### config.mk
export PLATFORM = sky130hd
export DESIGN_NAME = token_stream_content_hash
export DESIGN_NICKNAME = d
export VERILOG_FILES = /design/src/rtl/core/tsch_pkg.sv /design/src/rtl/core/tsch_mul.sv /design/src/rtl/core/tsch_seq.sv /design/src/rtl/core/token_stream_content_hash.sv
export SDC_FILE = /design/constraint.sdc
export NUM_CORES = 2
export LEC_CHECK = 0
export BUFFER_PORTS_ARGS = -buffer_cell sky130_fd_sc_hd__buf_4
export CAP_MARGIN = 10
export CORE_MARGIN = 2
export CORE_UTILIZATION = 66
export CTS_BUF_LIST = sky130_fd_sc_hd__clkbuf_4 sky130_fd_sc_hd__clkbuf_8
export DETAILED_ROUTE_END_ITERATION = 7
export PLACE_DENSITY = 0.88
export SYNTH_ARGS = -nofsm -noshare
export SYNTH_HDL_FRONTEND = slang
export SYNTH_SLANG_ARGS = --single-unit
export TNS_END_PERCENT = 50
### constraint.sdc
create_clock -name clock -period 9.7 [get_ports clock]
set_input_delay 1.94 -clock clock [delete_from_list [all_inputs] [get_ports clock]]
set_output_delay 1.94 -clock clock [all_outputs]
set_load 0.02 [all_outputs]
### src/rtl/core/tsch_pkg.sv
// tsch_pkg: shared constants, field widths and sequencer state type for the
// token stream content hash. No dependencies.
`timescale 1ns / 1ps

package tsch_pkg;

   localparam int COUNT_BITS_DEF = 16;

   localparam int REQ_DATA_W = 112;
   localparam int REQ_USER_W = 2;
   localparam int RSP_DATA_W = 32;

   localparam int USER_FIRST_BIT = 0;
   localparam int USER_HAS_ID_BIT = 1;

   localparam logic [31:0] SEED_C   = 32'h9E37_79B9;
   localparam logic [31:0] MUL_A    = 32'hCC9E_2D51;
   localparam logic [31:0] MUL_B    = 32'h1B87_3593;
   localparam logic [31:0] LANE_LO  = 32'h2722_0A95;
   localparam logic [31:0] LANE_HI  = 32'h517C_C1B7;
   localparam logic [31:0] ID_W2    = 32'h85EB_CA6B;
   localparam logic [31:0] ID_W3    = 32'hC2B2_AE35;
   localparam logic [31:0] FIN_LO   = 32'hED55_8CCD;
   localparam logic [31:0] FIN_HI   = 32'hFF51_AFD7;

   typedef enum logic [4:0] {
      ST_IDLE,
      ST_ID_MUL,
      ST_ID_ACC,
      ST_L0,
      ST_L1,
      ST_L2,
      ST_L3,
      ST_B0,
      ST_B1,
      ST_B2,
      ST_W0,
      ST_W1,
      ST_END,
      ST_F0,
      ST_F1,
      ST_F2,
      ST_F3,
      ST_F4
   } phase_type;

endpackage

### src/rtl/core/tsch_mul.sv
// tsch_mul: shared 32x32 unsigned multiplier with a registered 64-bit product.
// Depends on nothing; operands come from the sequencer.
`timescale 1ns / 1ps

module tsch_mul (
   input  logic        clock,
   input  logic [31:0] op_a,
   input  logic [31:0] op_b,
   output logic [63:0] prod
);

   logic [63:0] prod_ff;
   logic [63:0] prod_in;

   assign prod_in = 64'(op_a) * 64'(op_b);

   always_ff @(posedge clock) begin
      prod_ff <= prod_in;
   end

   assign prod = prod_ff;

endmodule

### src/rtl/core/tsch_seq.sv
// tsch_seq: sequencer and hash state; drives the shared multiplier through
// partial products and holds the digest output register. Uses tsch_pkg.
`timescale 1ns / 1ps

module tsch_seq #(
   parameter int COUNT_BITS = tsch_pkg::COUNT_BITS_DEF
) (
   input  logic        clock,
   input  logic        reset,
   input  logic        in_valid,
   output logic        in_ready,
   input  logic        first,
   input  logic [15:0] token_total,
   input  logic [15:0] kind,
   input  logic [15:0] length,
   input  logic        has_identifier,
   input  logic [63:0] identifier_ref,
   output logic [31:0] mul_a,
   output logic [31:0] mul_b,
   input  logic [63:0] prod,
   output logic        out_valid,
   input  logic        out_ready,
   output logic [31:0] digest
);

   localparam int TW = (COUNT_BITS > 16) ? COUNT_BITS : 16;

   tsch_pkg::phase_type state_ff, state_in;

   logic [63:0]           acc_ff, acc_in;
   logic [63:0]           tmp_ff, tmp_in;
   logic [31:0]           fold_ff, fold_in;
   logic [COUNT_BITS-1:0] pos_ff, pos_in;
   logic [COUNT_BITS-1:0] total_ff, total_in;
   logic [31:0]           gw_ff [4];
   logic [31:0]           gw_in [4];
   logic [31:0]           mixw_ff, mixw_in;
   logic [31:0]           next_word_ff, next_word_in;
   logic                  next_pend_ff, next_pend_in;
   logic [31:0]           opa_ff, opa_in;
   logic [31:0]           opb_ff, opb_in;
   logic                  grp_end_ff, grp_end_in;
   logic [31:0]           digest_ff, digest_in;
   logic                  rsp_valid_ff, rsp_valid_in;

   logic                  accept;
   logic [TW-1:0]         tot_ext;
   logic [COUNT_BITS-1:0] tot_new;
   logic [COUNT_BITS-1:0] eff_total;
   logic [COUNT_BITS-1:0] eff_pos;
   logic [COUNT_BITS-1:0] full_end;
   logic [COUNT_BITS-1:0] pos_next;
   logic [31:0]           eff_fold;
   logic                  in_group;
   logic [1:0]            slot;
   logic [31:0]           packed_word;
   logic [31:0]           r3;
   logic [31:0]           r5;
   logic                  active;
   logic [63:0]           prod_hi;
   logic [63:0]           fin_h;

   assign in_ready  = (state_ff == tsch_pkg::ST_IDLE);
   assign accept    = in_valid && in_ready;
   assign out_valid = rsp_valid_ff;
   assign digest    = digest_ff;

   assign tot_ext     = TW'(token_total);
   assign tot_new     = tot_ext[COUNT_BITS-1:0];
   assign eff_total   = first ? tot_new : total_ff;
   assign eff_pos     = first ? '0 : pos_ff;
   assign eff_fold    = first ? 32'h0 : fold_ff;
   assign full_end    = {eff_total[COUNT_BITS-1:2], 2'b00};
   assign in_group    = eff_pos < full_end;
   assign slot        = eff_pos[1:0];
   assign pos_next    = eff_pos + COUNT_BITS'(1);
   assign packed_word = {kind, length};
   assign r3          = identifier_ref[34:3];
   assign r5          = identifier_ref[36:5];
   assign active      = first || (pos_ff < total_ff);
   // low half of the product placed in the upper word, for the cross terms
   assign prod_hi     = {prod[31:0], 32'h0};
   assign fin_h       = tmp_ff + prod_hi;

   // multiplier operand selection
   always_comb begin
      mul_a = 32'h0;
      mul_b = 32'h0;
      unique case (state_ff)
         tsch_pkg::ST_ID_MUL: begin
            mul_a = opa_ff;
            mul_b = opb_ff;
         end
         tsch_pkg::ST_L0: begin
            mul_a = gw_ff[3];
            mul_b = tsch_pkg::LANE_LO;
         end
         tsch_pkg::ST_L1: begin
            mul_a = gw_ff[2];
            mul_b = tsch_pkg::LANE_LO;
         end
         tsch_pkg::ST_L2: begin
            mul_a = gw_ff[3];
            mul_b = tsch_pkg::LANE_HI;
         end
         tsch_pkg::ST_B0: begin
            mul_a = acc_ff[31:0];
            mul_b = tsch_pkg::MUL_B;
         end
         tsch_pkg::ST_B1: begin
            mul_a = acc_ff[63:32];
            mul_b = tsch_pkg::MUL_B;
         end
         tsch_pkg::ST_W0: begin
            mul_a = mixw_ff;
            mul_b = tsch_pkg::MUL_A;
         end
         tsch_pkg::ST_F1: begin
            mul_a = acc_ff[31:0];
            mul_b = tsch_pkg::FIN_LO;
         end
         tsch_pkg::ST_F2: begin
            mul_a = acc_ff[63:32];
            mul_b = tsch_pkg::FIN_LO;
         end
         // final state keeps issuing the same operands so the product holds
         tsch_pkg::ST_F3, tsch_pkg::ST_F4: begin
            mul_a = acc_ff[31:0];
            mul_b = tsch_pkg::FIN_HI;
         end
         default: begin
            mul_a = 32'h0;
            mul_b = 32'h0;
         end
      endcase
   end

   always_comb begin
      state_in     = state_ff;
      acc_in       = acc_ff;
      tmp_in       = tmp_ff;
      fold_in      = fold_ff;
      pos_in       = pos_ff;
      total_in     = total_ff;
      gw_in        = gw_ff;
      mixw_in      = mixw_ff;
      next_word_in = next_word_ff;
      next_pend_in = next_pend_ff;
      opa_in       = opa_ff;
      opb_in       = opb_ff;
      grp_end_in   = grp_end_ff;
      digest_in    = digest_ff;
      rsp_valid_in = rsp_valid_ff && !out_ready;

      unique case (state_ff)
         tsch_pkg::ST_IDLE: begin
            if (accept) begin
               if (first) begin
                  total_in = tot_new;
                  pos_in   = '0;
                  fold_in  = 32'h0;
                  acc_in   = 64'(tsch_pkg::SEED_C) ^ 64'(tot_new);
               end
               if (first && (tot_new == '0)) begin
                  state_in = tsch_pkg::ST_F0;
               end else if (active) begin
                  pos_in = pos_next;
                  if (in_group) begin
                     gw_in[slot] = packed_word;
                     grp_end_in  = (slot == 2'd3);
                     if (has_identifier && slot[1]) begin
                        opa_in   = slot[0] ? r5 : r3;
                        opb_in   = slot[0] ? tsch_pkg::ID_W3 : tsch_pkg::ID_W2;
                        state_in = tsch_pkg::ST_ID_MUL;
                     end else begin
                        if (has_identifier) begin
                           fold_in = eff_fold ^ (slot[0] ? r5 : r3);
                        end
                        if (slot == 2'd3) begin
                           state_in = tsch_pkg::ST_L0;
                        end else if (pos_next == eff_total) begin
                           state_in = tsch_pkg::ST_F0;
                        end
                     end
                  end else begin
                     // tail token: mix packed word, then the reference if any
                     mixw_in      = packed_word;
                     next_word_in = r3;
                     next_pend_in = has_identifier;
                     state_in     = tsch_pkg::ST_W0;
                  end
               end
            end
         end
         tsch_pkg::ST_ID_MUL: begin
            state_in = tsch_pkg::ST_ID_ACC;
         end
         tsch_pkg::ST_ID_ACC: begin
            fold_in  = fold_ff ^ prod[31:0];
            state_in = grp_end_ff ? tsch_pkg::ST_L0 : tsch_pkg::ST_END;
         end
         tsch_pkg::ST_L0: begin
            state_in = tsch_pkg::ST_L1;
         end
         tsch_pkg::ST_L1: begin
            tmp_in   = prod;
            state_in = tsch_pkg::ST_L2;
         end
         tsch_pkg::ST_L2: begin
            tmp_in   = tmp_ff + prod_hi;
            state_in = tsch_pkg::ST_L3;
         end
         tsch_pkg::ST_L3: begin
            acc_in       = acc_ff ^ {gw_ff[0], gw_ff[1]} ^ (tmp_ff + prod_hi);
            next_word_in = fold_ff;
            next_pend_in = (fold_ff != 32'h0);
            fold_in      = 32'h0;
            state_in     = tsch_pkg::ST_B0;
         end
         tsch_pkg::ST_B0: begin
            state_in = tsch_pkg::ST_B1;
         end
         tsch_pkg::ST_B1: begin
            tmp_in   = prod;
            state_in = tsch_pkg::ST_B2;
         end
         tsch_pkg::ST_B2: begin
            acc_in = tmp_ff + prod_hi;
            if (next_pend_ff) begin
               mixw_in      = next_word_ff;
               next_pend_in = 1'b0;
               state_in     = tsch_pkg::ST_W0;
            end else begin
               state_in = tsch_pkg::ST_END;
            end
         end
         tsch_pkg::ST_W0: begin
            state_in = tsch_pkg::ST_W1;
         end
         tsch_pkg::ST_W1: begin
            acc_in   = acc_ff ^ prod ^ (prod >> 16);
            state_in = tsch_pkg::ST_B0;
         end
         tsch_pkg::ST_END: begin
            state_in = (pos_ff == total_ff) ? tsch_pkg::ST_F0 : tsch_pkg::ST_IDLE;
         end
         tsch_pkg::ST_F0: begin
            acc_in   = acc_ff ^ (acc_ff >> 33);
            state_in = tsch_pkg::ST_F1;
         end
         tsch_pkg::ST_F1: begin
            state_in = tsch_pkg::ST_F2;
         end
         tsch_pkg::ST_F2: begin
            tmp_in   = prod;
            state_in = tsch_pkg::ST_F3;
         end
         tsch_pkg::ST_F3: begin
            tmp_in   = tmp_ff + prod_hi;
            state_in = tsch_pkg::ST_F4;
         end
         tsch_pkg::ST_F4: begin
            // wait here while the previous digest is still unclaimed
            if (!rsp_valid_ff || out_ready) begin
               digest_in    = fin_h[31:0] ^ {1'b0, fin_h[63:33]};
               rsp_valid_in = 1'b1;
               state_in     = tsch_pkg::ST_IDLE;
            end
         end
         default: begin
            state_in = tsch_pkg::ST_IDLE;
         end
      endcase
   end

   always_ff @(posedge clock) begin
      if (reset) begin
         state_ff     <= tsch_pkg::ST_IDLE;
         acc_ff       <= 64'h0;
         fold_ff      <= 32'h0;
         pos_ff       <= '0;
         total_ff     <= '0;
         next_pend_ff <= 1'b0;
         rsp_valid_ff <= 1'b0;
      end else begin
         state_ff     <= state_in;
         acc_ff       <= acc_in;
         fold_ff      <= fold_in;
         pos_ff       <= pos_in;
         total_ff     <= total_in;
         next_pend_ff <= next_pend_in;
         rsp_valid_ff <= rsp_valid_in;
      end
   end

   always_ff @(posedge clock) begin
      tmp_ff       <= tmp_in;
      gw_ff        <= gw_in;
      mixw_ff      <= mixw_in;
      next_word_ff <= next_word_in;
      opa_ff       <= opa_in;
      opb_ff       <= opb_in;
      grp_end_ff   <= grp_end_in;
      digest_ff    <= digest_in;
   end

endmodule

### src/rtl/core/token_stream_content_hash.sv
// token_stream_content_hash: top level of the token stream hash engine.
// Instantiates tsch_seq and tsch_mul; uses tsch_pkg.
//
//   channel   dir  handshake              payload
//   req_      in   req_tvalid/req_tready  req_tdata (token fields), req_tuser (flags)
//   rsp_      out  rsp_tvalid/rsp_tready  rsp_tdata (32-bit digest)
//
// A grouped token in slot 0 or 1 skips the multiplier, a weighted reference in slot 2
// or 3 uses it, a group end or a tail token runs the mixes, and the last token adds
// the final avalanche, which a zero-length sequence starts at once; all are paced by
// the one shared 32x32 multiplier, two or three passes for a 64-bit operand.
// Reset is synchronous and active high and leaves the block idle with no digest.
// req_tready is high only while the sequencer is idle; a waiting digest does not
// stop the next transaction, only the next finish, which holds until it is taken.
`timescale 1ns / 1ps

module token_stream_content_hash #(
   parameter int COUNT_BITS = tsch_pkg::COUNT_BITS_DEF
) (
   input  logic                            clock,
   input  logic                            reset,
   input  logic                            req_tvalid,
   output logic                            req_tready,
   // token_total[15:0], kind[31:16], length[47:32], identifier_ref[111:48]
   input  logic [tsch_pkg::REQ_DATA_W-1:0] req_tdata,
   // first[0], has_identifier[1]
   input  logic [tsch_pkg::REQ_USER_W-1:0] req_tuser,
   output logic                            rsp_tvalid,
   input  logic                            rsp_tready,
   // digest[31:0]
   output logic [tsch_pkg::RSP_DATA_W-1:0] rsp_tdata
);

   logic [31:0] mul_a;
   logic [31:0] mul_b;
   logic [63:0] prod;

   tsch_seq #(
      .COUNT_BITS (COUNT_BITS)
   ) u_seq (
      .clock          (clock),
      .reset          (reset),
      .in_valid       (req_tvalid),
      .in_ready       (req_tready),
      .first          (req_tuser[tsch_pkg::USER_FIRST_BIT]),
      .token_total    (req_tdata[15:0]),
      .kind           (req_tdata[31:16]),
      .length         (req_tdata[47:32]),
      .has_identifier (req_tuser[tsch_pkg::USER_HAS_ID_BIT]),
      .identifier_ref (req_tdata[111:48]),
      .mul_a          (mul_a),
      .mul_b          (mul_b),
      .prod           (prod),
      .out_valid      (rsp_tvalid),
      .out_ready      (rsp_tready),
      .digest         (rsp_tdata)
   );

   tsch_mul u_mul (
      .clock (clock),
      .op_a  (mul_a),
      .op_b  (mul_b),
      .prod  (prod)
   );

endmodule

======== After elaboration in Yosys (flattened, before gate mapping) ========
Cells that the tools add are included.
storage, ports and cells
  output and inout bits ................... 34
  RAM bits ................................ 0
  bits in latches ......................... 0
  register bits after elaboration ......... 552
  logic and storage cells ................. 157
  ROM bits ................................ 0
  memories ................................ 0
  input port bits ......................... 118
operators by class
  equal/unequal tests ..................... 29
  order comparisons ....................... 4
  muxes and demuxes ....................... 53
  reductions and logical operators ........ 38
  shift-type cells ........................ 0
  multipliers ............................. 1
  divide/modulo/power cells ............... 0
  bitwise gates (word level) .............. 11
  $add $sub $neg .......................... 2
operator list
  operator                                                          count
  32-bit two-way mux                                                18
  64-bit case mux with 5 select lines                               1
  32-bit case mux with 7 select lines                               1
  32-bit case mux with 6 select lines                               1
  64-bit XOR                                                        3
  128-bit bitwise mux                                               1
  64-bit two-way mux                                                2
  32-bit case mux with 2 select lines                               2
  64-bit case mux with 2 select lines                               1
  32-bit case mux with 3 select lines                               1
  5-bit case mux with 17 select lines                               1
  64-bit adder                                                      1
  32-bit demux with 2-bit select                                    1
  32-bit by 32-bit multiplier with 64-bit output                    1
  16-bit two-way mux                                                4
  32-bit XOR                                                        2
  64-bit by 31-bit XOR with 64-bit output                           1
  64-bit by 48-bit XOR with 64-bit output                           1
  5-bit by 4-bit == test with 1-bit output (second input constant)  8
  5-bit two-way mux                                                 8
  16-bit == test                                                    2
  16-bit less-than comparator                                       2
  32-bit nonzero test                                               1
  32-bit by 31-bit XOR with 32-bit output                           1
  36 further kinds                                                  73

======== Logic depth before layout (Yosys ltp) ========
  word-level depth ........................ 11
  depth in mapped cells ................... 40

======== Modules after synthesis ========
From an unflattened synthesis, not the netlist that was laid out.
second synthesis, totals
  cells, all modules ...................... 6523
  area total of the unflattened synthesis .. 61381.4 µm²
modules (own cells, without submodules)
  module    instances  sequential area each (µm²)  area an instance (µm²)  cells each
  tsch_mul  1          1281.2                      34754.6                 3784
  tsch_seq  1          12401.9                     26626.8                 2739

======== Worst setup path before layout ========
OpenSTA, ideal clock, no wires.
  path type ............................... flip-flop to flip-flop
  start ................................... register u_seq.state_ff[3]
  end ..................................... register u_mul.prod_ff[48] (netlist: u_mul.prod[48])
  stages on the path, launching flop included .. 34
  required time ........................... 9628 ps
  buffers on the path ..................... 4
  arrival time ............................ 8646 ps
  path slack .............................. 981 ps
  setup time .............................. 72 ps
  cells stage by stage .................... dfxtp_1 > buf_2 > or3_1 > nor2_1 > clkbuf_1 > clkbuf_1 > a221o_1 > a221o_1 > clkbuf_1 > nand2_1 > fa_1 > inv_1 > fa_1 > inv_1 > fa_1 > fa_1 > inv_1 > fa_1 > fa_1 > fa_1 > inv_1 > fa_1 > inv_1 > ha_1 > nand3_1 > nor3_1 > a221oi_1 > o22a_1 > and2_1 > o21ai_1 > a31oi_1 > o211ai_1 > a221oi_1 > xnor2_1
on the way
  cells in the longest elaborated chain, start to end .. 4
  elaborated cells on any way between the ends .. 21
RTL lines
  element                                                                                            line             RTL
  start, declared                                                                                    tsch_seq.sv:28   tsch_pkg::phase_type state_ff, state_in;
  start signal, assigned                                                                             tsch_seq.sv:278  state_ff <= tsch_pkg::ST_IDLE;
  start signal, assigned                                                                             tsch_seq.sv:286  state_ff <= state_in;
  5-bit by 3-bit == test with 1-bit output, or another cell as far along                             tsch_seq.sv:89   unique case (state_ff)
  4-bit OR reduction (no line), or another cell as far along                                         --
  32-bit case mux with 6 select lines / 32-bit case mux with 7 select lines (equally long branches)  tsch_seq.sv:89
  32-bit by 32-bit multiplier with 64-bit output (*)                                                 tsch_mul.sv:15   assign prod_in = 64'(op_a) * 64'(op_b);
  net u_mul.prod_in[48]                                                                              tsch_mul.sv:13   logic [63:0] prod_in;
  end signal, assigned                                                                               tsch_mul.sv:18   prod_ff <= prod_in;
  end, declared                                                                                      tsch_mul.sv:12   logic [63:0] prod_ff;
The timed path passes the listed nets; every way through them passes the cells marked *.
A chain may end at the register's enable or synchronous reset.

======== Final worst setup path ========
  start ................................... register u_seq.state_ff[2]
  end ..................................... register u_mul.prod_ff[60] (netlist: u_mul.prod[60])
Same word-level chain as after synthesis.

==> impl_results.md <==
- Status: complete, but fails checks
- Failing checks: DRC
- Internal power: about 12 mW
- Hold Crit Class: reg -> reg
- Hold depth: 2
- Leak pwr: roughly 30 nW
- Critical path type: reg -> reg
- Crit Path Max Fanout: 20
- Initial core utilization: 0.668
- Vias: 51,400
- Cell family with most CP delay: adder cells
- WHS Endpoint: u_seq.total_ff[1]$_SDFFE_PP0P_
- Drc violations: 1
- Clock sinks: between 500 and 600
- Data arrival time of the critical path: 10.15 ns
- Sequential element share of the synthesized area: 0.231
- Die W: 304 µm
- Slowest cell delay on critical path: about 0.58 ns
- Clock-pin slew on the worst setup and hold paths: 0.07 ns
- Layout cells sized above 1: 0.107
- WHS: 0.480 ns
- Detailed-placement wirelength estimate: about 160,000 µm
- Die Y: around 300 µm
- 1st-pass router iterations: 8
- Final Cycle Share: 0.986
- Layout fillers: roughly 6,400
- Clock Tree Root: clkbuf_8
- Clk Latency, worst-skew pair: about 0.70 ns
- Wire per inst: 26.5 µm
- Worst setup EP type: flip-flop
- Final setup skew: between 0.03 and 0.04 ns
- FF-to-FF path depth: 32
- Sw Pwr: between 10 and 15 mW
- First-pass GRT wire length: ~310,000 µm
- CP startpoint kind: flip-flop
- Most frequent CP cell: fa_1
- Vias in the first global route: roughly 52,000
- IO Count: about 150
- Core ar.: just under 90,000 µm²
- Row cnt: 109
- WP data required: 10.29 ns
- Max-Cap Viols: 0
- Worst R2R End: u_mul.prod[60]$_DFF_P_
- Worst slew margin: 0.181
- Initial antenna violation count: 11
- Remaining global-route overflow: 0
- Initial DRC count: roughly 7,600
- Vias/cell: around 6.5
- Total power: 26.1 mW
- Sw Ratio: 0.546
- Pre-CTS WS: -0.110 ns
- Largest net degree at the start of global routing: 84
- Average size of a mapped cell: between 9 and 10 µm²
- Die Area: 92,300 µm²
- Area growth from synthesis to layout: 9.89%
- TritonCTS clock tree: yes
- CP max stage cell: fa_1
- Slew Limit Fails: 0
- Total CTS buffers: between 70 and 80
- R2R Path Start: u_seq.state_ff[2]$_SDFFE_PP0P_
- Drt total wl: around 210,000 µm
- #FFs+latches synth: approximately 520
- Post-synth cell types: between 90 and 100
- Port bufs: 121
- Post-route ant nets: 0
- Post-synth EDFFs: about 320
- Setup violations, final: 0
- PD cells: between 400 and 500 nW/µm²
- RSZ-0062 raised after global routing: true
- Non-filler cells, final: 7,886
- Prevailing post-synth register cell: edfxtp_1
- CP Buf/Inv Count: 7
- Cell area after synthesis: around 59,000 µm²
- Clock Tree Buf Depth: 3
- Slew at the pin with the worst max-slew slack: 1.23 ns
- NumNets Final: 7,999
- Async SR Flop Fraction: 0
- Flop pwr share: 0.152
- Peak supply drop: approximately 0.54 mV
- Fin. Hold Viols: 0
- Min Clock Period, post-route: between 9 and 10 ns
- Clock power share: 0.074
- Comb pwr share: 0.774
- Final worst slack: around 0.13 ns
- Syn Nets: roughly 8,000
- All-Layer GR Usage: 0.454
- Max Clock Freq: 105 MHz
- Final Wtd Congestion: between 1 and 1.5
- Yosys warns: 0
- Post-Synthesis Cells: between 6,000 and 7,000
- CTS H-tree depth: 3
- Reg2Reg Setup Slack: roughly 0.13 ns
- Cells after DPL: ~7,700
- Hold path startpoint: u_seq.total_ff[1]$_SDFFE_PP0P_
[worst max-delay path by stage]
stage                                  end                      startpoint  slack (ns)  cells after the start
finish              u_mul.prod[60]$_DFF_P_  u_seq.state_ff[2]$_SDFFE_PP0P_        0.13                     32
detailed placement  u_mul.prod[63]$_DFF_P_  u_seq.state_ff[1]$_SDFFE_PP0P_       -0.11                     34
global placement    u_mul.prod[60]$_DFF_P_  u_seq.state_ff[1]$_SDFFE_PP0P_       -0.02                     33
global route        u_mul.prod[60]$_DFF_P_  u_seq.state_ff[2]$_SDFFE_PP0P_       -0.04                     35
CTS                 u_mul.prod[60]$_DFF_P_  u_seq.state_ff[1]$_SDFFE_PP0P_        0.01                     30
floorplan           u_mul.prod[48]$_DFF_P_  u_seq.state_ff[3]$_SDFFE_PP0P_        0.98                     33
[state kept, by name, indices dropped and copies added (netlist names)]
register	count
u_seq.acc_ff	64
u_mul.prod	64
u_seq.opb_ff	2
u_seq.gw_ff	128
u_seq.grp_end_ff	1
u_seq.mixw_ff	32
u_seq.next_pend_ff	1
u_seq.tmp_ff	64
u_seq.digest	32
u_seq.pos_ff	16
u_seq.out_valid	1
u_seq.opa_ff	32
u_seq.total_ff	16
u_seq.state_ff	5
u_seq.fold_ff	32
u_seq.next_word_ff	32
[worst min-delay path, delay by kind of cell, from the launching register on]
kind | cells | cell delay (ns)
compound gates | 1 | 0.05
flops | 1 | 0.33
simple gates | 1 | 0.06
[metal layers]
metal,share of wire,up-vias,GRT usage
met5,0.00064,-,0.00879
met4,0.086,4,0.308
met3,0.15,1143,0.150
met2,0.42,4244,0.662
met1,0.34,24800,0.577
li1,-,21200,-
[power groups by stage]
stage               logic, mW  registers, mW  clock network, mW
global route             21.5           3.95               2.03
finish                   20.2           3.97               1.94
CTS                      19.5           3.87               1.93
global placement         18.8           3.88                  0
floorplan                11.6           3.54                  0
detailed placement       19.3           3.91                  0
[through the flow]
step / setup TNS [ns] / instance area (µm²) / utilization
global route: -0.0727 / 65200 / 0.734
CTS: 0 / 65000 / 0.732
detailed placement: -0.329 / 63300 / 0.712
global placement: -0.0154 / 63300 / 0.712
floorplan: 0 / 59300 / -
finish: 0 / 65200 / 0.734
[cells by family (layout without fill, tap and decap cells)]
family                   Yosys count  count (layout)  synth area share
flip-flops                       522             522             0.231
AND/OR/NAND/NOR                 2023            2023             0.144
AO/OA/AOI/OAI                    963             963             0.111
adder cells (fa/ha/maj)         1224            1224             0.370
XOR/XNOR                         318             318            0.0474
multiplexers                      62              62            0.0108
other                              0               2                 0
buffers and inverters           1345            1607            0.0861
[synth_stat cells (all sizes together) (9+ instances only)]
cell type  number  area [µm²]
nor4           22         138
inv           987        3700
a311oi         10        93.8
nand4          31         194
o21a           46         353
fa            881       17600
a21o           60         450
o21bai         20         150
nor2          745        2800
nand3b         33         248
or3            23         149
nor2b          68         425
xnor2         172        1510
a221oi         33         314
and3           17         106
mux2i          44         440
mux2           18         203
dfxtp         199        3980
o21ai         230        1150
o22ai          16         100
and2           52         328
nand2b         21         131
a31oi          66         419
a22oi          16         120
xor2          144        1260
a21oi         194         978
a221o          81         811
clkinv          9        33.8
a211oi         49         368
o221ai         33         289
ha            343        4290
clkbuf        279        1050
nand2         875        3280
a22o           33         289
o211ai         14         105
buf            70         324
nor3           73         377
nand3          39         195
edfxtp        323        9700
[placed cells by master, fill, tap and decap left out, types with 22 or more instances in the layout]
cell and count:
a22o_1 33, or3_1 22, mux2i_1 44, buf_4 444, a221o_1 73, ha_1 343
a31oi_1 63, dfxtp_1 194, o21ai_0 215, xnor2_1 172, a221oi_1 26, fa_1 881
nor2_1 734, a21o_1 60, buf_12 23, o21a_1 45, nand3b_1 33, nand4_1 31
nor2b_1 68, inv_1 977, o221ai_1 32, xor2_1 144, nor3_1 64, clkbuf_4 29
a21oi_1 191, clkbuf_8 83, nand3_1 37, and2_1 49, a211oi_1 49, nand2_1 870
edfxtp_1 323
[area by class of cell]
| cell class | count | area, µm² | area share |
|---|---|---|---|
| multi-input cells | 4590 | 40800 | 0.626 |
| flip-flops and latches | 522 | 13700 | 0.210 |
| repair buffers | 472 | 3850 | 0.0590 |
| inverters | 996 | 3770 | 0.0579 |
| well taps | 1165 | 1460 | 0.0224 |
| clock buffers | 112 | 1360 | 0.0209 |
| clock inverters | 27 | 253 | 0.00388 |
| diodes | 2 | 5.00 | 0.0000768 |
[repair_timing]
action,in CTS,in global routing
hold buffers,0,0
setup endpoints to repair,10,24
buffers inserted,7,8
gates resized for setup,5,42
pin swaps,2,1
No activity file was read; power rests on OpenSTA's default activity.
